### src/rtl/fractional_step_frame_sampler_macros.svh
// ---------------------------------------------------------------------------
// Assertion macros for the frame sampler
// Clocked on clk, disabled while arst_n is low.
// ---------------------------------------------------------------------------
`ifndef FRACTIONAL_STEP_FRAME_SAMPLER_MACROS_SVH
`define FRACTIONAL_STEP_FRAME_SAMPLER_MACROS_SVH

// antecedent implies consequent in the same cycle
`define FSS_ASSERT_IMPL(label, ante, cons, msg) \
	label: assert property (@(posedge clk) disable iff (!arst_n) (ante) |-> (cons)) \
		else $error(msg);

// antecedent implies consequent in the next cycle
`define FSS_ASSERT_NEXT(label, ante, cons, msg) \
	label: assert property (@(posedge clk) disable iff (!arst_n) (ante) |=> (cons)) \
		else $error(msg);

`endif

### src/rtl/fss_pkg.sv
// ---------------------------------------------------------------------------
// fss_pkg
// Shared widths, constants and types of the fractional-step frame sampler.
// ---------------------------------------------------------------------------
`timescale 1ns / 1ps

package fss_pkg;

	localparam int MAX_POINTS_DEF = 4096;
	localparam int MAX_FRAME_DEF  = 4096;
	localparam int FRAC_BITS_DEF  = 16;

	localparam int MAX_RES     = 64;
	localparam int RUN_W       = $clog2(MAX_RES + 1);
	localparam int QUEUE_DEPTH = 2;

	localparam int SAMPLE_W   = 16;
	localparam int LEN_W      = 13;
	localparam int INDEX_W    = 12;
	localparam int TARGET_W   = 13;
	localparam int STEP_W     = 29;
	localparam int STRIDE_W   = 32;
	localparam int POS_W      = 32;
	localparam int FCNT_W     = 32;
	localparam int CFG_IDX_W  = 2;
	localparam int CFG_DATA_W = 32;

	localparam logic [TARGET_W-1:0] TARGET_RST = 13'd4096;
	localparam logic [STEP_W-1:0]   STEP_RST   = 29'd65536;
	localparam logic [STRIDE_W-1:0] STRIDE_RST = 32'd0;

	localparam logic [CFG_IDX_W-1:0] REG_TARGET_POINTS = 2'd0;
	localparam logic [CFG_IDX_W-1:0] REG_SAMPLE_STEP   = 2'd1;
	localparam logic [CFG_IDX_W-1:0] REG_FRAME_STRIDE  = 2'd2;

	typedef enum logic [1:0] {
		CMD_SAMPLE = 2'd0,
		CMD_START  = 2'd1,
		CMD_CLEAR  = 2'd2
	} cmd_kind_t;

	typedef struct packed {
		cmd_kind_t                   kind;
		logic signed [SAMPLE_W-1:0]  sample;
		logic                        len_zero;
		logic [LEN_W-1:0]            len;
	} cmd_t;

	typedef struct packed {
		logic [TARGET_W-1:0] target_points;
		logic [STEP_W-1:0]   sample_step;
		logic [STRIDE_W-1:0] frame_stride;
	} cfg_t;

endpackage

### src/rtl/fss_if.sv
// ---------------------------------------------------------------------------
// fss_if
// Channel interfaces: sample input, result output, configuration writes.
// ---------------------------------------------------------------------------
`timescale 1ns / 1ps

interface fss_in_if import fss_pkg::*; ();
	logic                       valid;
	logic                       ready;
	logic                       mode;
	logic signed [SAMPLE_W-1:0] sample;
	logic                       first_in_frame;
	logic [LEN_W-1:0]           frame_length;

	modport source (output valid, mode, sample, first_in_frame, frame_length, input ready);
	modport sink (input valid, mode, sample, first_in_frame, frame_length, output ready);
endinterface

interface fss_out_if import fss_pkg::*; ();
	logic                       valid;
	logic                       ready;
	logic signed [SAMPLE_W-1:0] captured_sample;
	logic [INDEX_W-1:0]         capture_index;
	logic                       last_of_run;
	logic                       capture_full;

	modport source (output valid, captured_sample, capture_index, last_of_run, capture_full,
		input ready);
	modport sink (input valid, captured_sample, capture_index, last_of_run, capture_full,
		output ready);
endinterface

interface fss_cfg_if import fss_pkg::*; ();
	logic                  valid;
	logic                  ready;
	logic [CFG_IDX_W-1:0]  index;
	logic [CFG_DATA_W-1:0] data;

	modport source (output valid, index, data, input ready);
	modport sink (input valid, index, data, output ready);
endinterface

### src/rtl/fss_front.sv
// ---------------------------------------------------------------------------
// fss_front
// Input stage: takes beats, classifies them and saturates the frame length.
// ---------------------------------------------------------------------------
`timescale 1ns / 1ps

module fss_front import fss_pkg::*; #(
	parameter int MAX_FRAME = MAX_FRAME_DEF
) (
	input  logic       clk,
	input  logic       arst_n,
	fss_in_if.sink     samples,
	output logic       push_valid,
	input  logic       push_ready,
	output cmd_t       push_cmd
);

	logic valid_s1;
	cmd_t cmd_s1;
	cmd_t cmd_in;
	logic take;

	assign samples.ready = !valid_s1 || push_ready;
	assign take          = samples.valid && samples.ready;

	always_comb begin
		cmd_in.sample   = samples.sample;
		cmd_in.len_zero = (samples.frame_length == '0);
		if (32'(samples.frame_length) > 32'(MAX_FRAME)) begin
			cmd_in.len = LEN_W'(MAX_FRAME);
		end else begin
			cmd_in.len = samples.frame_length;
		end
		if (samples.mode) begin
			cmd_in.kind = CMD_CLEAR;
		end else if (samples.first_in_frame) begin
			cmd_in.kind = CMD_START;
		end else begin
			cmd_in.kind = CMD_SAMPLE;
		end
	end

	always_ff @(posedge clk or negedge arst_n) begin
		if (!arst_n) begin
			valid_s1 <= 1'b0;
		end else if (take) begin
			valid_s1 <= 1'b1;
		end else if (push_ready) begin
			valid_s1 <= 1'b0;
		end
	end

	always_ff @(posedge clk) begin
		if (take) begin
			cmd_s1 <= cmd_in;
		end
	end

	assign push_valid = valid_s1;
	assign push_cmd   = cmd_s1;

endmodule

### src/rtl/fss_queue.sv
// ---------------------------------------------------------------------------
// fss_queue
// Short command queue between the front stage and the sampling engine.
// ---------------------------------------------------------------------------
`timescale 1ns / 1ps

module fss_queue import fss_pkg::*; (
	input  logic clk,
	input  logic arst_n,
	input  logic push_valid,
	output logic push_ready,
	input  cmd_t push_cmd,
	output logic pop_valid,
	input  logic pop_ready,
	output cmd_t pop_cmd
);

	localparam int PTR_W = (QUEUE_DEPTH > 1) ? $clog2(QUEUE_DEPTH) : 1;
	localparam int CNT_W = $clog2(QUEUE_DEPTH + 1);

	cmd_t             slots_q [QUEUE_DEPTH];
	logic [PTR_W-1:0] wr_ptr_q;
	logic [PTR_W-1:0] rd_ptr_q;
	logic [CNT_W-1:0] count_q;
	logic             push;
	logic             pop;

	assign push_ready = (32'(count_q) < 32'(QUEUE_DEPTH));
	assign pop_valid  = (count_q != '0);
	assign push       = push_valid && push_ready;
	assign pop        = pop_valid && pop_ready;
	assign pop_cmd    = slots_q[rd_ptr_q];

	always_ff @(posedge clk or negedge arst_n) begin
		if (!arst_n) begin
			wr_ptr_q <= '0;
			rd_ptr_q <= '0;
			count_q  <= '0;
		end else begin
			if (push) begin
				wr_ptr_q <= (32'(wr_ptr_q) == QUEUE_DEPTH - 1) ? '0 : wr_ptr_q + PTR_W'(1);
			end
			if (pop) begin
				rd_ptr_q <= (32'(rd_ptr_q) == QUEUE_DEPTH - 1) ? '0 : rd_ptr_q + PTR_W'(1);
			end
			if (push && !pop) begin
				count_q <= count_q + CNT_W'(1);
			end else if (pop && !push) begin
				count_q <= count_q - CNT_W'(1);
			end
		end
	end

	always_ff @(posedge clk) begin
		if (push) begin
			slots_q[wr_ptr_q] <= push_cmd;
		end
	end

endmodule

### src/rtl/fss_back.sv
// ---------------------------------------------------------------------------
// fss_back
// Sampling engine: frame selection, position modulo, pick loop, result reg.
// ---------------------------------------------------------------------------
`timescale 1ns / 1ps
`include "fractional_step_frame_sampler_macros.svh"

module fss_back import fss_pkg::*; #(
	parameter int MAX_POINTS = MAX_POINTS_DEF,
	parameter int MAX_FRAME  = MAX_FRAME_DEF,
	parameter int FRAC_BITS  = FRAC_BITS_DEF
) (
	input  logic       clk,
	input  logic       arst_n,
	input  cfg_t       cfg,
	input  logic       cmd_valid,
	output logic       cmd_ready,
	input  cmd_t       cmd,
	fss_out_if.source  results
);

	localparam int CNT_W    = $clog2(MAX_POINTS + 1);
	localparam int SIF_W    = (MAX_FRAME > 1) ? $clog2(MAX_FRAME) : 1;
	localparam int IW       = POS_W - FRAC_BITS;
	localparam int BC_W     = $clog2(IW);
	localparam int ACC_W    = FCNT_W + FRAC_BITS;
	localparam int STEP_MIN = ((1 << FRAC_BITS) + 63) / 64;
	localparam logic [ACC_W:0] ONE_M1 = (ACC_W + 1)'((64'd1 << FRAC_BITS) - 64'd1);

	typedef enum logic [3:0] {
		ST_IDLE  = 4'b0001,
		ST_FRAME = 4'b0010,
		ST_MOD   = 4'b0100,
		ST_PICK  = 4'b1000
	} state_t;

	state_t                     state_q;
	logic [CNT_W-1:0]           count_q;
	logic [POS_W-1:0]           pp_q;
	logic [FCNT_W-1:0]          fcnt_q;
	logic [ACC_W-1:0]           acc_q;
	logic [SIF_W-1:0]           sif_q;
	logic                       taken_q;
	logic [LEN_W-1:0]           cur_len_q;
	logic signed [SAMPLE_W-1:0] smp_q;
	logic [LEN_W-1:0]           len_q;
	logic                       len_zero_q;
	logic [LEN_W-1:0]           rem_q;
	logic [IW-1:0]              div_q;
	logic [BC_W-1:0]            bit_cnt_q;
	logic [RUN_W-1:0]           run_n_q;

	logic                       out_valid_q;
	logic signed [SAMPLE_W-1:0] out_sample_q;
	logic [INDEX_W-1:0]         out_index_q;
	logic                       out_last_q;
	logic                       out_full_q;

	logic [CNT_W-1:0]  eff_target;
	logic [STEP_W-1:0] step_eff;
	logic              stride_ge_one;
	logic [ACC_W:0]    ceil_sum;
	logic [FCNT_W-1:0] ceil_int;
	logic [POS_W:0]    pp_sum;
	logic [POS_W-1:0]  pp_next;
	logic [CNT_W-1:0]  count_inc;
	logic              run_cont;
	logic              cont_next;
	logic              out_free;
	logic              emit;
	logic [CNT_W-1:0]  cnt_fin;
	logic [SIF_W:0]    sif_inc;
	logic              end_frame;
	logic              keep_taken;
	logic [LEN_W:0]    rem_sh;
	logic [LEN_W-1:0]  rem_new;
	logic              pop;

	always_comb begin
		if (32'(cfg.target_points) > 32'(MAX_POINTS)) begin
			eff_target = CNT_W'(MAX_POINTS);
		end else begin
			eff_target = CNT_W'(cfg.target_points);
		end
		if (32'(cfg.sample_step) < 32'(STEP_MIN)) begin
			step_eff = STEP_W'(STEP_MIN);
		end else begin
			step_eff = cfg.sample_step;
		end
		stride_ge_one = |cfg.frame_stride[STRIDE_W-1:FRAC_BITS];
		ceil_sum      = {1'b0, acc_q} + ONE_M1;
		ceil_int      = ceil_sum[FRAC_BITS +: FCNT_W];
		pp_sum        = {1'b0, pp_q} + (POS_W + 1)'(step_eff);
		pp_next       = pp_sum[POS_W] ? '1 : pp_sum[POS_W-1:0];
		count_inc     = count_q + CNT_W'(1);
		run_cont      = (32'(run_n_q) < 32'(MAX_RES)) && (count_q < eff_target)
			&& (32'(pp_q[POS_W-1:FRAC_BITS]) == 32'(sif_q));
		cont_next     = (32'(run_n_q) + 32'd1 < 32'(MAX_RES)) && (count_inc < eff_target)
			&& (32'(pp_next[POS_W-1:FRAC_BITS]) == 32'(sif_q));
		out_free      = !out_valid_q || results.ready;
		emit          = (state_q == ST_PICK) && run_cont && out_free;
		cnt_fin       = run_cont ? count_inc : count_q;
		sif_inc       = {1'b0, sif_q} + (SIF_W + 1)'(1);
		end_frame     = (32'(sif_inc) >= 32'(cur_len_q));
		keep_taken    = !end_frame && (cnt_fin < eff_target);
		rem_sh        = {rem_q, div_q[IW-1]};
		if (rem_sh >= {1'b0, cur_len_q}) begin
			rem_new = LEN_W'(rem_sh - {1'b0, cur_len_q});
		end else begin
			rem_new = LEN_W'(rem_sh);
		end
	end

	assign cmd_ready = (state_q == ST_IDLE);
	assign pop       = cmd_valid && cmd_ready;

	always_ff @(posedge clk or negedge arst_n) begin
		if (!arst_n) begin
			state_q   <= ST_IDLE;
			count_q   <= '0;
			pp_q      <= '0;
			fcnt_q    <= '0;
			acc_q     <= '0;
			sif_q     <= '0;
			taken_q   <= 1'b0;
			cur_len_q <= '0;
		end else begin
			case (state_q)
				ST_IDLE: begin
					if (pop) begin
						case (cmd.kind)
							CMD_CLEAR: begin
								count_q <= '0;
								fcnt_q  <= '0;
								acc_q   <= '0;
								sif_q   <= '0;
								taken_q <= 1'b0;
							end
							CMD_START: begin
								state_q <= ST_FRAME;
							end
							CMD_SAMPLE: begin
								if (taken_q) begin
									state_q <= ST_PICK;
								end
							end
							default: begin
							end
						endcase
					end
				end
				ST_FRAME: begin
					sif_q   <= '0;
					taken_q <= 1'b0;
					if (len_zero_q || (count_q >= eff_target)) begin
						state_q <= ST_IDLE;
					end else if (stride_ge_one && (ceil_int != fcnt_q)) begin
						fcnt_q  <= fcnt_q + FCNT_W'(1);
						state_q <= ST_IDLE;
					end else begin
						if (stride_ge_one) begin
							fcnt_q <= fcnt_q + FCNT_W'(1);
							acc_q  <= acc_q + ACC_W'(cfg.frame_stride);
						end
						cur_len_q <= len_q;
						state_q   <= ST_MOD;
					end
				end
				ST_MOD: begin
					if (bit_cnt_q == BC_W'(IW - 1)) begin
						pp_q    <= {IW'(rem_new), pp_q[FRAC_BITS-1:0]};
						taken_q <= 1'b1;
						state_q <= ST_PICK;
					end
				end
				ST_PICK: begin
					if (!run_cont || (emit && !cont_next)) begin
						sif_q   <= end_frame ? '0 : SIF_W'(sif_inc);
						taken_q <= keep_taken;
						state_q <= ST_IDLE;
					end
					if (emit) begin
						count_q <= count_inc;
						pp_q    <= pp_next;
					end
				end
				default: begin
					state_q <= ST_IDLE;
				end
			endcase
		end
	end

	always_ff @(posedge clk) begin
		if (pop) begin
			smp_q      <= cmd.sample;
			len_q      <= cmd.len;
			len_zero_q <= cmd.len_zero;
			run_n_q    <= '0;
		end
		if (state_q == ST_FRAME) begin
			rem_q     <= '0;
			div_q     <= pp_q[POS_W-1:FRAC_BITS];
			bit_cnt_q <= '0;
		end
		if (state_q == ST_MOD) begin
			rem_q     <= rem_new;
			div_q     <= {div_q[IW-2:0], 1'b0};
			bit_cnt_q <= bit_cnt_q + BC_W'(1);
			run_n_q   <= '0;
		end
		if (emit) begin
			run_n_q <= run_n_q + RUN_W'(1);
		end
	end

	always_ff @(posedge clk or negedge arst_n) begin
		if (!arst_n) begin
			out_valid_q <= 1'b0;
		end else if (emit) begin
			out_valid_q <= 1'b1;
		end else if (results.ready) begin
			out_valid_q <= 1'b0;
		end
	end

	always_ff @(posedge clk) begin
		if (emit) begin
			out_sample_q <= smp_q;
			out_index_q  <= INDEX_W'(count_q);
			out_last_q   <= !cont_next;
			out_full_q   <= (count_inc >= eff_target);
		end
	end

	assign results.valid           = out_valid_q;
	assign results.captured_sample = out_sample_q;
	assign results.capture_index   = out_index_q;
	assign results.last_of_run     = out_last_q;
	assign results.capture_full    = out_full_q;

	`FSS_ASSERT_IMPL(a_sif_in_frame, taken_q, 32'(sif_q) < 32'(cur_len_q), "sample index left the frame")
	`FSS_ASSERT_IMPL(a_rem_below_len, state_q == ST_MOD, rem_q < cur_len_q, "remainder not reduced")
	`FSS_ASSERT_IMPL(a_emit_from_pick, $rose(out_valid_q), $past(state_q == ST_PICK), "result outside pick")
	`FSS_ASSERT_IMPL(a_run_cap, state_q == ST_PICK, 32'(run_n_q) < 32'(MAX_RES) || !emit, "run over cap")
	`FSS_ASSERT_NEXT(a_last_ends_run, emit && !cont_next, state_q == ST_IDLE, "run went on after last")

endmodule

### src/rtl/fractional_step_frame_sampler.sv
// ---------------------------------------------------------------------------
// fractional_step_frame_sampler
// Captures target_points samples out of framed 16-bit data, taking frames at
// a fractional stride and samples at a fractional 13.16 step.
// samples: one beat per sample; first_in_frame marks a frame start and then
//   frame_length is read; mode = 1 is a clear of count and frame counters.
// results: one beat per picked sample, last_of_run on the final beat caused
//   by one input beat, capture_full once the count reaches the target.
// cfg: register writes, always ready; index 0 target_points, 1 sample_step,
//   2 frame_stride; write only while the block is idle.
// Path: a sample beat passes the front register, the queue, the idle and pick
//   states of the engine and the result register; a frame start adds the
//   frame state and the position modulo, done one quotient bit per cycle.
// The engine takes a command only while idle, so it finishes the picks of one
//   beat before it takes the next; a clear is done in the idle state.
// A 2-entry queue and the front register buffer input while the result
//   register stalls; a stalled receiver halts the engine, then input once full.
// Reset clears counters, position and frame state; config returns to defaults.
// ---------------------------------------------------------------------------
`timescale 1ns / 1ps

module fractional_step_frame_sampler import fss_pkg::*; #(
	parameter int MAX_POINTS = MAX_POINTS_DEF,
	parameter int MAX_FRAME  = MAX_FRAME_DEF,
	parameter int FRAC_BITS  = FRAC_BITS_DEF
) (
	input  logic      clk,
	input  logic      arst_n,
	fss_in_if.sink    samples,
	fss_out_if.source results,
	fss_cfg_if.sink   cfg
);

	logic [TARGET_W-1:0] target_q;
	logic [STEP_W-1:0]   step_q;
	logic [STRIDE_W-1:0] stride_q;
	cfg_t                cfg_regs;

	logic push_valid;
	logic push_ready;
	cmd_t push_cmd;
	logic pop_valid;
	logic pop_ready;
	cmd_t pop_cmd;

	assign cfg.ready = 1'b1;

	always_ff @(posedge clk or negedge arst_n) begin
		if (!arst_n) begin
			target_q <= TARGET_RST;
			step_q   <= STEP_RST;
			stride_q <= STRIDE_RST;
		end else if (cfg.valid && cfg.ready) begin
			case (cfg.index)
				REG_TARGET_POINTS: target_q <= cfg.data[TARGET_W-1:0];
				REG_SAMPLE_STEP:   step_q   <= cfg.data[STEP_W-1:0];
				REG_FRAME_STRIDE:  stride_q <= cfg.data[STRIDE_W-1:0];
				default: begin
				end
			endcase
		end
	end

	always_comb begin
		cfg_regs.target_points = target_q;
		cfg_regs.sample_step   = step_q;
		cfg_regs.frame_stride  = stride_q;
	end

	fss_front #(
		.MAX_FRAME (MAX_FRAME)
	) u_front (
		.clk        (clk),
		.arst_n     (arst_n),
		.samples    (samples),
		.push_valid (push_valid),
		.push_ready (push_ready),
		.push_cmd   (push_cmd)
	);

	fss_queue u_queue (
		.clk        (clk),
		.arst_n     (arst_n),
		.push_valid (push_valid),
		.push_ready (push_ready),
		.push_cmd   (push_cmd),
		.pop_valid  (pop_valid),
		.pop_ready  (pop_ready),
		.pop_cmd    (pop_cmd)
	);

	fss_back #(
		.MAX_POINTS (MAX_POINTS),
		.MAX_FRAME  (MAX_FRAME),
		.FRAC_BITS  (FRAC_BITS)
	) u_back (
		.clk       (clk),
		.arst_n    (arst_n),
		.cfg       (cfg_regs),
		.cmd_valid (pop_valid),
		.cmd_ready (pop_ready),
		.cmd       (pop_cmd),
		.results   (results)
	);

endmodule

### src/flat_wrapper.sv
// flat-port wrapper written by rule: the top's interface ports become plain ports
module fractional_step_frame_sampler_flat import fss_pkg::*;
#(
	parameter int MAX_POINTS = MAX_POINTS_DEF,
	parameter int MAX_FRAME  = MAX_FRAME_DEF,
	parameter int FRAC_BITS  = FRAC_BITS_DEF
)
  (clk, arst_n, samples_valid, samples_mode, samples_sample, samples_first_in_frame, samples_frame_length, samples_ready, results_valid, results_captured_sample, results_capture_index, results_last_of_run, results_capture_full, results_ready, cfg_valid, cfg_index, cfg_data, cfg_ready);
  fss_in_if samples_i ();
  fss_out_if results_i ();
  fss_cfg_if cfg_i ();
  input  logic clk;
  input  logic arst_n;
  input wire logic [$bits(samples_i.valid)-1:0] samples_valid;
  input wire logic [$bits(samples_i.mode)-1:0] samples_mode;
  input wire logic [$bits(samples_i.sample)-1:0] samples_sample;
  input wire logic [$bits(samples_i.first_in_frame)-1:0] samples_first_in_frame;
  input wire logic [$bits(samples_i.frame_length)-1:0] samples_frame_length;
  output wire logic [$bits(samples_i.ready)-1:0] samples_ready;
  output wire logic [$bits(results_i.valid)-1:0] results_valid;
  output wire logic [$bits(results_i.captured_sample)-1:0] results_captured_sample;
  output wire logic [$bits(results_i.capture_index)-1:0] results_capture_index;
  output wire logic [$bits(results_i.last_of_run)-1:0] results_last_of_run;
  output wire logic [$bits(results_i.capture_full)-1:0] results_capture_full;
  input wire logic [$bits(results_i.ready)-1:0] results_ready;
  input wire logic [$bits(cfg_i.valid)-1:0] cfg_valid;
  input wire logic [$bits(cfg_i.index)-1:0] cfg_index;
  input wire logic [$bits(cfg_i.data)-1:0] cfg_data;
  output wire logic [$bits(cfg_i.ready)-1:0] cfg_ready;
  assign samples_i.valid = samples_valid;
  assign samples_i.mode = samples_mode;
  assign samples_i.sample = samples_sample;
  assign samples_i.first_in_frame = samples_first_in_frame;
  assign samples_i.frame_length = samples_frame_length;
  assign samples_ready = samples_i.ready;
  assign results_valid = results_i.valid;
  assign results_captured_sample = results_i.captured_sample;
  assign results_capture_index = results_i.capture_index;
  assign results_last_of_run = results_i.last_of_run;
  assign results_capture_full = results_i.capture_full;
  assign results_i.ready = results_ready;
  assign cfg_i.valid = cfg_valid;
  assign cfg_i.index = cfg_index;
  assign cfg_i.data = cfg_data;
  assign cfg_ready = cfg_i.ready;
  fractional_step_frame_sampler #(.MAX_POINTS(MAX_POINTS), .MAX_FRAME(MAX_FRAME), .FRAC_BITS(FRAC_BITS)) u_core (.clk(clk), .arst_n(arst_n), .samples(samples_i), .results(results_i), .cfg(cfg_i));
endmodule
### config.mk
export PLATFORM = sky130hd
export DESIGN_NAME = fractional_step_frame_sampler_flat
export DESIGN_NICKNAME = d
export VERILOG_FILES = /design/src/rtl/fss_pkg.sv /design/src/rtl/fss_if.sv /design/src/rtl/fss_front.sv /design/src/rtl/fss_queue.sv /design/src/rtl/fss_back.sv /design/src/rtl/fractional_step_frame_sampler.sv /design/src/flat_wrapper.sv
export VERILOG_INCLUDE_DIRS = /design/src /design/src/rtl
export SDC_FILE = /design/constraint.sdc
export NUM_CORES = 1
export LEC_CHECK = 0
export BUFFER_PORTS_ARGS = -buffer_cell sky130_fd_sc_hd__buf_4
export CAP_MARGIN = 20
export CORE_ASPECT_RATIO = 0.8
export CORE_MARGIN = 1
export CORE_UTILIZATION = 57
export CTS_CLUSTER_DIAMETER = 100
export DETAILED_ROUTE_END_ITERATION = 8
export PLACE_DENSITY = 0.77
export SYNTH_ARGS = -nofsm -noshare
export SYNTH_HDL_FRONTEND = slang
export SYNTH_SLANG_ARGS = --single-unit
### constraint.sdc
create_clock -name clk -period 5 [get_ports clk]
set_clock_uncertainty 0.2 [all_clocks]
set_input_delay 0.75 -clock clk [delete_from_list [all_inputs] [get_ports clk]]
set_output_delay 0.75 -clock clk [all_outputs]
set_load 0.03 [all_outputs]
After elaboration in Yosys (flattened, before gate mapping):

Memories as Yosys holds them, arrays and structs flattened.
Index checks and enable logic that the tools add are counted.

* flip-flop bits (word level): 367
* latch bits: 0
* bits in writable memories: 64
* memory bits (read-only): 0
* bits of input ports: 70
* word-level logic and storage cells: 201
* memories: 1

* add/sub/neg operators: 14
* multiply operators: 0
* divide/modulo/power cells: 0
* $lt $le $gt $ge: 13
* equal/unequal tests: 23
* shifts and indexed selects: 0
* muxes and demuxes: 62
* bitwise gates (word level): 3
* reductions and logical operators: 52

Memory list
* u_core.u_queue.slots_q: words 2, bits a word 32, rd ports 1, clocked after Yosys merged registers in 0, wr ports 1, line fss_queue.sv:21 `cmd_t slots_q [QUEUE_DEPTH];`

Operators with widths (count)
* two-way mux 32 bit: 8
* two-way mux 48 bit: 5
* one-hot mux 32 bit (2 select lines): 2
* two-way mux 13 bit: 8
* one-hot mux 48 bit (2 select lines): 1
* adder 48 x 16 -> 48 bit (second input constant): 1
* adder 48 x 32 -> 48 bit: 1
* two-way mux 12 bit: 4
* >= comparator 13 bit: 3
* less-than comparator 13 bit: 3
* one-hot mux 12 bit (3 select lines): 1
* adder 32 x 29 -> 33 bit: 1
* adder 32 x 1 -> 32 bit (second input constant): 1
* equality test 16 x 12 -> 1 bit: 2
* two-way mux 16 bit: 2
* inequality test 32 bit: 1
* less-than comparator 29 x 11 -> 1 bit (second input constant): 1
* two-way mux 29 bit: 1
* greater-than comparator 13 bit (second input constant): 2
* one-hot mux 13 bit (2 select lines): 1
* two-way mux 4 bit: 6
* two-way mux 7 bit: 3
* one-hot mux 4 bit (4 select lines): 1
* nonzero test 2 bit: 8
* other kinds (41): 100

Logic depth before layout (Yosys ltp):

* depth after elaboration: 11
* gate-level depth with buffers: 24
* depth with buffers taken out: 22

Modules after synthesis:

From an unflattened synthesis, not the netlist that was laid out.

* cell total of the unflattened synthesis: 2255
* area total of the unflattened synthesis: 24295.8 um2

By module, submodules not included
* fss_back: times used 1, cells each 1922, area an instance 17692.0 um2
* fractional_step_frame_sampler: times used 1, cells each 160, area an instance 2821.5 um2
* fss_queue: times used 1, cells each 117, area an instance 2655.0 um2
* fss_front: times used 1, cells each 56, area an instance 1127.3 um2

Least setup slack after synthesis:

Ideal clock, no wire load.

* kind: reg-to-reg
* start point: register u_core.step_q[17]
* end point: register u_core.u_back.sif_q[0]
* library setup time: 0.127 ns
* arrival time: 4.538 ns
* path slack: 0.135 ns
* stages on the path, launching flop included: 18
* period minus slack after synthesis: 4.865 ns
* path through: dfrtp_1 > nor4_1 > nand4_1 > nor4_1 > clkbuf_1 > nor2b_1 > fa_1 > a211oi_2 > o21ai_1 > o211ai_2 > a41oi_2 > a21o_1 > or4_4 > a2111oi_4 > nand4b_1 > and2_1 > buf_6 > mux2_1

* word-level cells in the longest chain between the ends: 11

Ends and longest elaborated chain
* start: declaration: line fractional_step_frame_sampler.sv:35 `logic [STEP_W-1:0] step_q;`
* start signal: assignment: line fractional_step_frame_sampler.sv:56 `REG_SAMPLE_STEP: step_q <= cfg.data[STEP_W-1:0];`
* less-than comparator 29 x 11 -> 1 bit: line fss_back.sv:85 `if (32'(cfg.sample_step) < 32'(STEP_MIN)) begin`
* two-way mux 29 bit *: line fss_back.sv:85
* adder 32 x 29 -> 33 bit *: line fss_back.sv:93 `pp_sum = {1'b0, pp_q} + (POS_W + 1)'(step_eff);`
* two-way mux 32 bit *: line fss_back.sv:94 `pp_next = pp_sum[POS_W] ? '1 : pp_sum[POS_W-1:0];`
* equality test 16 x 12 -> 1 bit *: line fss_back.sv:99 `&& (32'(pp_next[POS_W-1:FRAC_BITS]) == 32'(sif_q));`
* logical AND 1 bit *: line fss_back.sv:99
* logical NOT 1 bit *: line fss_back.sv:177 `if (!run_cont || (emit && !cont_next)) begin`
* logical AND 1 bit *: line fss_back.sv:177
* logical OR 1 bit *: line fss_back.sv:177
* inequality test 2 x 1 -> 1 bit (no source line) *
* AND reduction 4 bit (no source line) *
* end signal: assignment: line fss_back.sv:178 `sif_q <= end_frame ? '0 : SIF_W'(sif_inc);`
* end: declaration: line fss_back.sv:42 `logic [SIF_W-1:0] sif_q;`

Every way passes the cells marked *; elsewhere a longest branch is shown, timed or not.
A chain may end at the register's enable or synchronous reset.

Worst setup path after layout:

* start point: register u_core.step_q[10]
* end point: register u_core.u_back.sif_q[0]

The elaborated chain is that of the path after synthesis.

==> metrics.txt <==
startpoint types register; Max Clock Freq 195 MHz; Power Density 509 nW/um2; Mapped Area 24400 um2; setup violators final 14; synthesized area per cell 10.6 um2; clock sinks 431; Mapped Cells 2303; Syn Nets 2507; Setup crit start u_core.step_q[10]$_DFFE_PN0P_; clock tree buffer depth 3; placed cell area 26100 um2; period utilization 102%; num rows 67; critical path required time 5260 ps; hold_ws -16.0 ps; I/O Buffers 101; Overall Power 14.2 mW; DP Wirelength 47600 um; Area contributors post-synth edfxtp_1 24%, dfrtp_1 24%, ha_1 6.7%; final hold violations 9; Yosys top cell by area edfxtp_1; Layout area overhead 14.2%; detailed-route via count 19000; vias in the first global route 18600; Worst R2R Setup Slack -120 ps; # IOs 103; Layout Utilization 66.3%; dpl cells 2927; slew at the pin closest to its max-slew limit 986 ps; # hold bufs at CTS 0; Netlist cell types 89; Worst Setup End Kind register; all-layer global routing usage 30.3%; status complete, but fails checks; die area 43600 um2; max incr delay on CP 410 ps; nets@finish 2639; TritonCTS clock tree yes; layout cells sized above 1 18.5%; Main synth FF type dfrtp_1; fin crit period 5120 ps; Max VDD drop 297 uV; drt wl/cell 21.7 um; Die X 233 um; worst hold path class in2async; Critical path destination u_core.u_back.sif_q[0]$_DFFE_PN0P_; CP Depth 20; largest net degree at the start of global routing 101; fin area 27800 um2; Pre-Repair DR Iteration Count 5; Initial Util 58.0%; Reg2Reg Launch Point u_core.step_q[10]$_DFFE_PN0P_; area fraction of the dominant cell type after synthesis 24.0%; number of DRC markers in iteration 0 1810; number of synthesized register bits 431; first-pass GRT wire length 103000 um; Final Non-Filler Cells 3022; grt ovf 0; violated checks negative hold slack, negative setup slack; post-route ant nets 0; die height 187 um; most frequent cells in the layout 232 x dfrtp_1, 197 x buf_4, 195 x edfxtp_1, 171 x nand2_1, 163 x nor2_1; clock slew at reported path FFs 60 ps; reg2reg end u_core.u_back.sif_q[0]$_DFFE_PN0P_; reg2reg path depth 20; sequential area share after synthesis 48.2%; most common cell after layout, fill and taps aside dfrtp_1; Fin Setup TNS -846 ps; dpl ws -113 ps; Worst Path Max Fanout 3; ant diodes 0; Clk Latency, worst-skew pair 590 ps; Leakage 11.8 nW; max-slew violations 0; Syn. warnings 0; EDFF count, synth 195; total CTS buffers 43; worst-path cell chain nor4_2 > nand4_1 > nor4_2 > buf_4 > nor2b_1 > ha_2 > fa_2 > a211oi_2 > o21ai_2 > o211ai_2 > buf_4 > buf_6 > and3_4 > xnor3_1 > a311oi_1 > nand4_1 > a2111oi_4 > nand4b_1 > and2_4 > mux2_4; Rel. slew slack 33.9%; RePlAce Congestion 0.953; htree depth 2; initial antenna violation count 0; RSZ-0062 raised after global routing yes; Worst path slowest cell dfrtp_1; drt drc 0; DR vias/cell 6.30; crit path setup slack, layout -118 ps; worst setup path category reg2reg; WP buf/inv 3; critical path arrival 5380 ps; asr flop ratio synth 54.5%; crit-path leading delay family simple AND/OR/NAND/NOR gates; Core Box Area 42000 um2; Root Buffer Master clkbuf_16; WL final 65600 um; Max-cap violations 0
kinds of logic after synthesis:
group                      after synthesis  share of synthesized area [%]
buffers and inverters                  179                           2.93
DFF                                    431                           48.2
and+or+nand+nor                        708                           14.7
adders and majority gates              134                           6.97
other                                    1                         0.0154
muxes                                  128                           5.81
AOI/OAI and AO/OA                      541                           14.8
xor gates and xnor gates               181                           6.56
power breakdown:
group          leakage [nW]  internal, mW  total [mW]  switching, mW
combinational          6.22          2.24        5.74           3.51
clock                 0.679          1.80        3.25           1.44
sequential             4.92          4.65        5.17          0.521
total                  11.8          8.69        14.2           5.47
synth_stat cells, types with 6 or more instances:
| library cell | number |
|---|---|
| o41ai_1 | 6 |
| a31oi_1 | 29 |
| nor4_1 | 28 |
| buf_2 | 12 |
| nand3_1 | 71 |
| and2_1 | 11 |
| a21o_1 | 44 |
| edfxtp_1 | 195 |
| ha_1 | 131 |
| o21bai_1 | 15 |
| mux2i_1 | 20 |
| a22o_1 | 49 |
| xor2_1 | 72 |
| and3_1 | 39 |
| o2111ai_1 | 6 |
| nor2b_1 | 40 |
| o21ai_1 | 19 |
| and4_1 | 12 |
| nand3b_1 | 7 |
| or3_1 | 33 |
| nand4_1 | 42 |
| o21a_1 | 14 |
| dfrtp_1 | 232 |
| nor3_1 | 36 |
| o211ai_1 | 23 |
| a21oi_1 | 129 |
| xnor2_1 | 108 |
| mux2_2 | 105 |
| nor2_1 | 165 |
| or4_1 | 9 |
| clkbuf_1 | 97 |
| nand2_1 | 172 |
| o21ai_0 | 107 |
| a211oi_1 | 12 |
| o31ai_1 | 14 |
| inv_1 | 60 |
| nor3b_1 | 6 |
| or2_2 | 7 |
| nand2b_1 | 10 |
| a21boi_0 | 7 |
what timing repair did:
item	4_1_cts	5_1_grt
setup buffers	7	7
resized for setup	21	32
endpoints found under the setup margin	14	16
pin swaps	5	18
gates cloned	0	1
routing by layer:
metal / global-route usage (%) / part of all wire (%)
met1: 43.3 / 44
met2: 45.5 / 45
met3: 6.62 / 8.1
met4: 10.8 / 3.0
met5: 0 / 0
registers in the layout, summed over array words and instances (netlist names), 16 cells and up:
register / count
u_core.u_queue.slots_q: 64
u_core.u_back.acc_q: 48
u_core.stride_q: 32
u_core.u_back.fcnt_q: 32
u_core.u_back.pp_q: 32
u_core.u_front.push_cmd: 32
u_core.step_q: 29
u_core.u_back.div_q: 16
u_core.u_back.results.captured_sample: 16
u_core.u_back.smp_q: 16
worst min path at each step:
stage	start	to	slack, ps	cells past startpoint
3_5_place_dp	u_core.u_back.smp_q[8]$_DFFE_PP_	u_core.u_back.results.captured_sample[8]$_DFFE_PP_	200	0
3_3_place_gp	u_core.u_back.smp_q[14]$_DFFE_PP_	u_core.u_back.results.captured_sample[14]$_DFFE_PP_	200	0
2_1_floorplan	u_core.u_back.smp_q[0]$_DFFE_PP_	u_core.u_back.results.captured_sample[0]$_DFFE_PP_	200	0
4_1_cts	arst_n	u_core.u_back.acc_q[39]$_DFFE_PN0P_	40	1
6_report	arst_n	u_core.u_back.acc_q[39]$_DFFE_PN0P_	-20	1
5_1_grt	arst_n	u_core.u_back.acc_q[39]$_DFFE_PN0P_	70	1
area by class of cell:
type                            instances  area (um2)
Fill cell                            3154       14200
Multi-Input combinational cell       1693       12200
Inverter                               60         225
Sequential cell                       431       11800
Clock inverter                         22         206
Clock buffer                           58        1190
Tap cell                              552         691
Timing Repair Buffer                  206        1590
No activity file was read; power rests on OpenSTA's default activity.
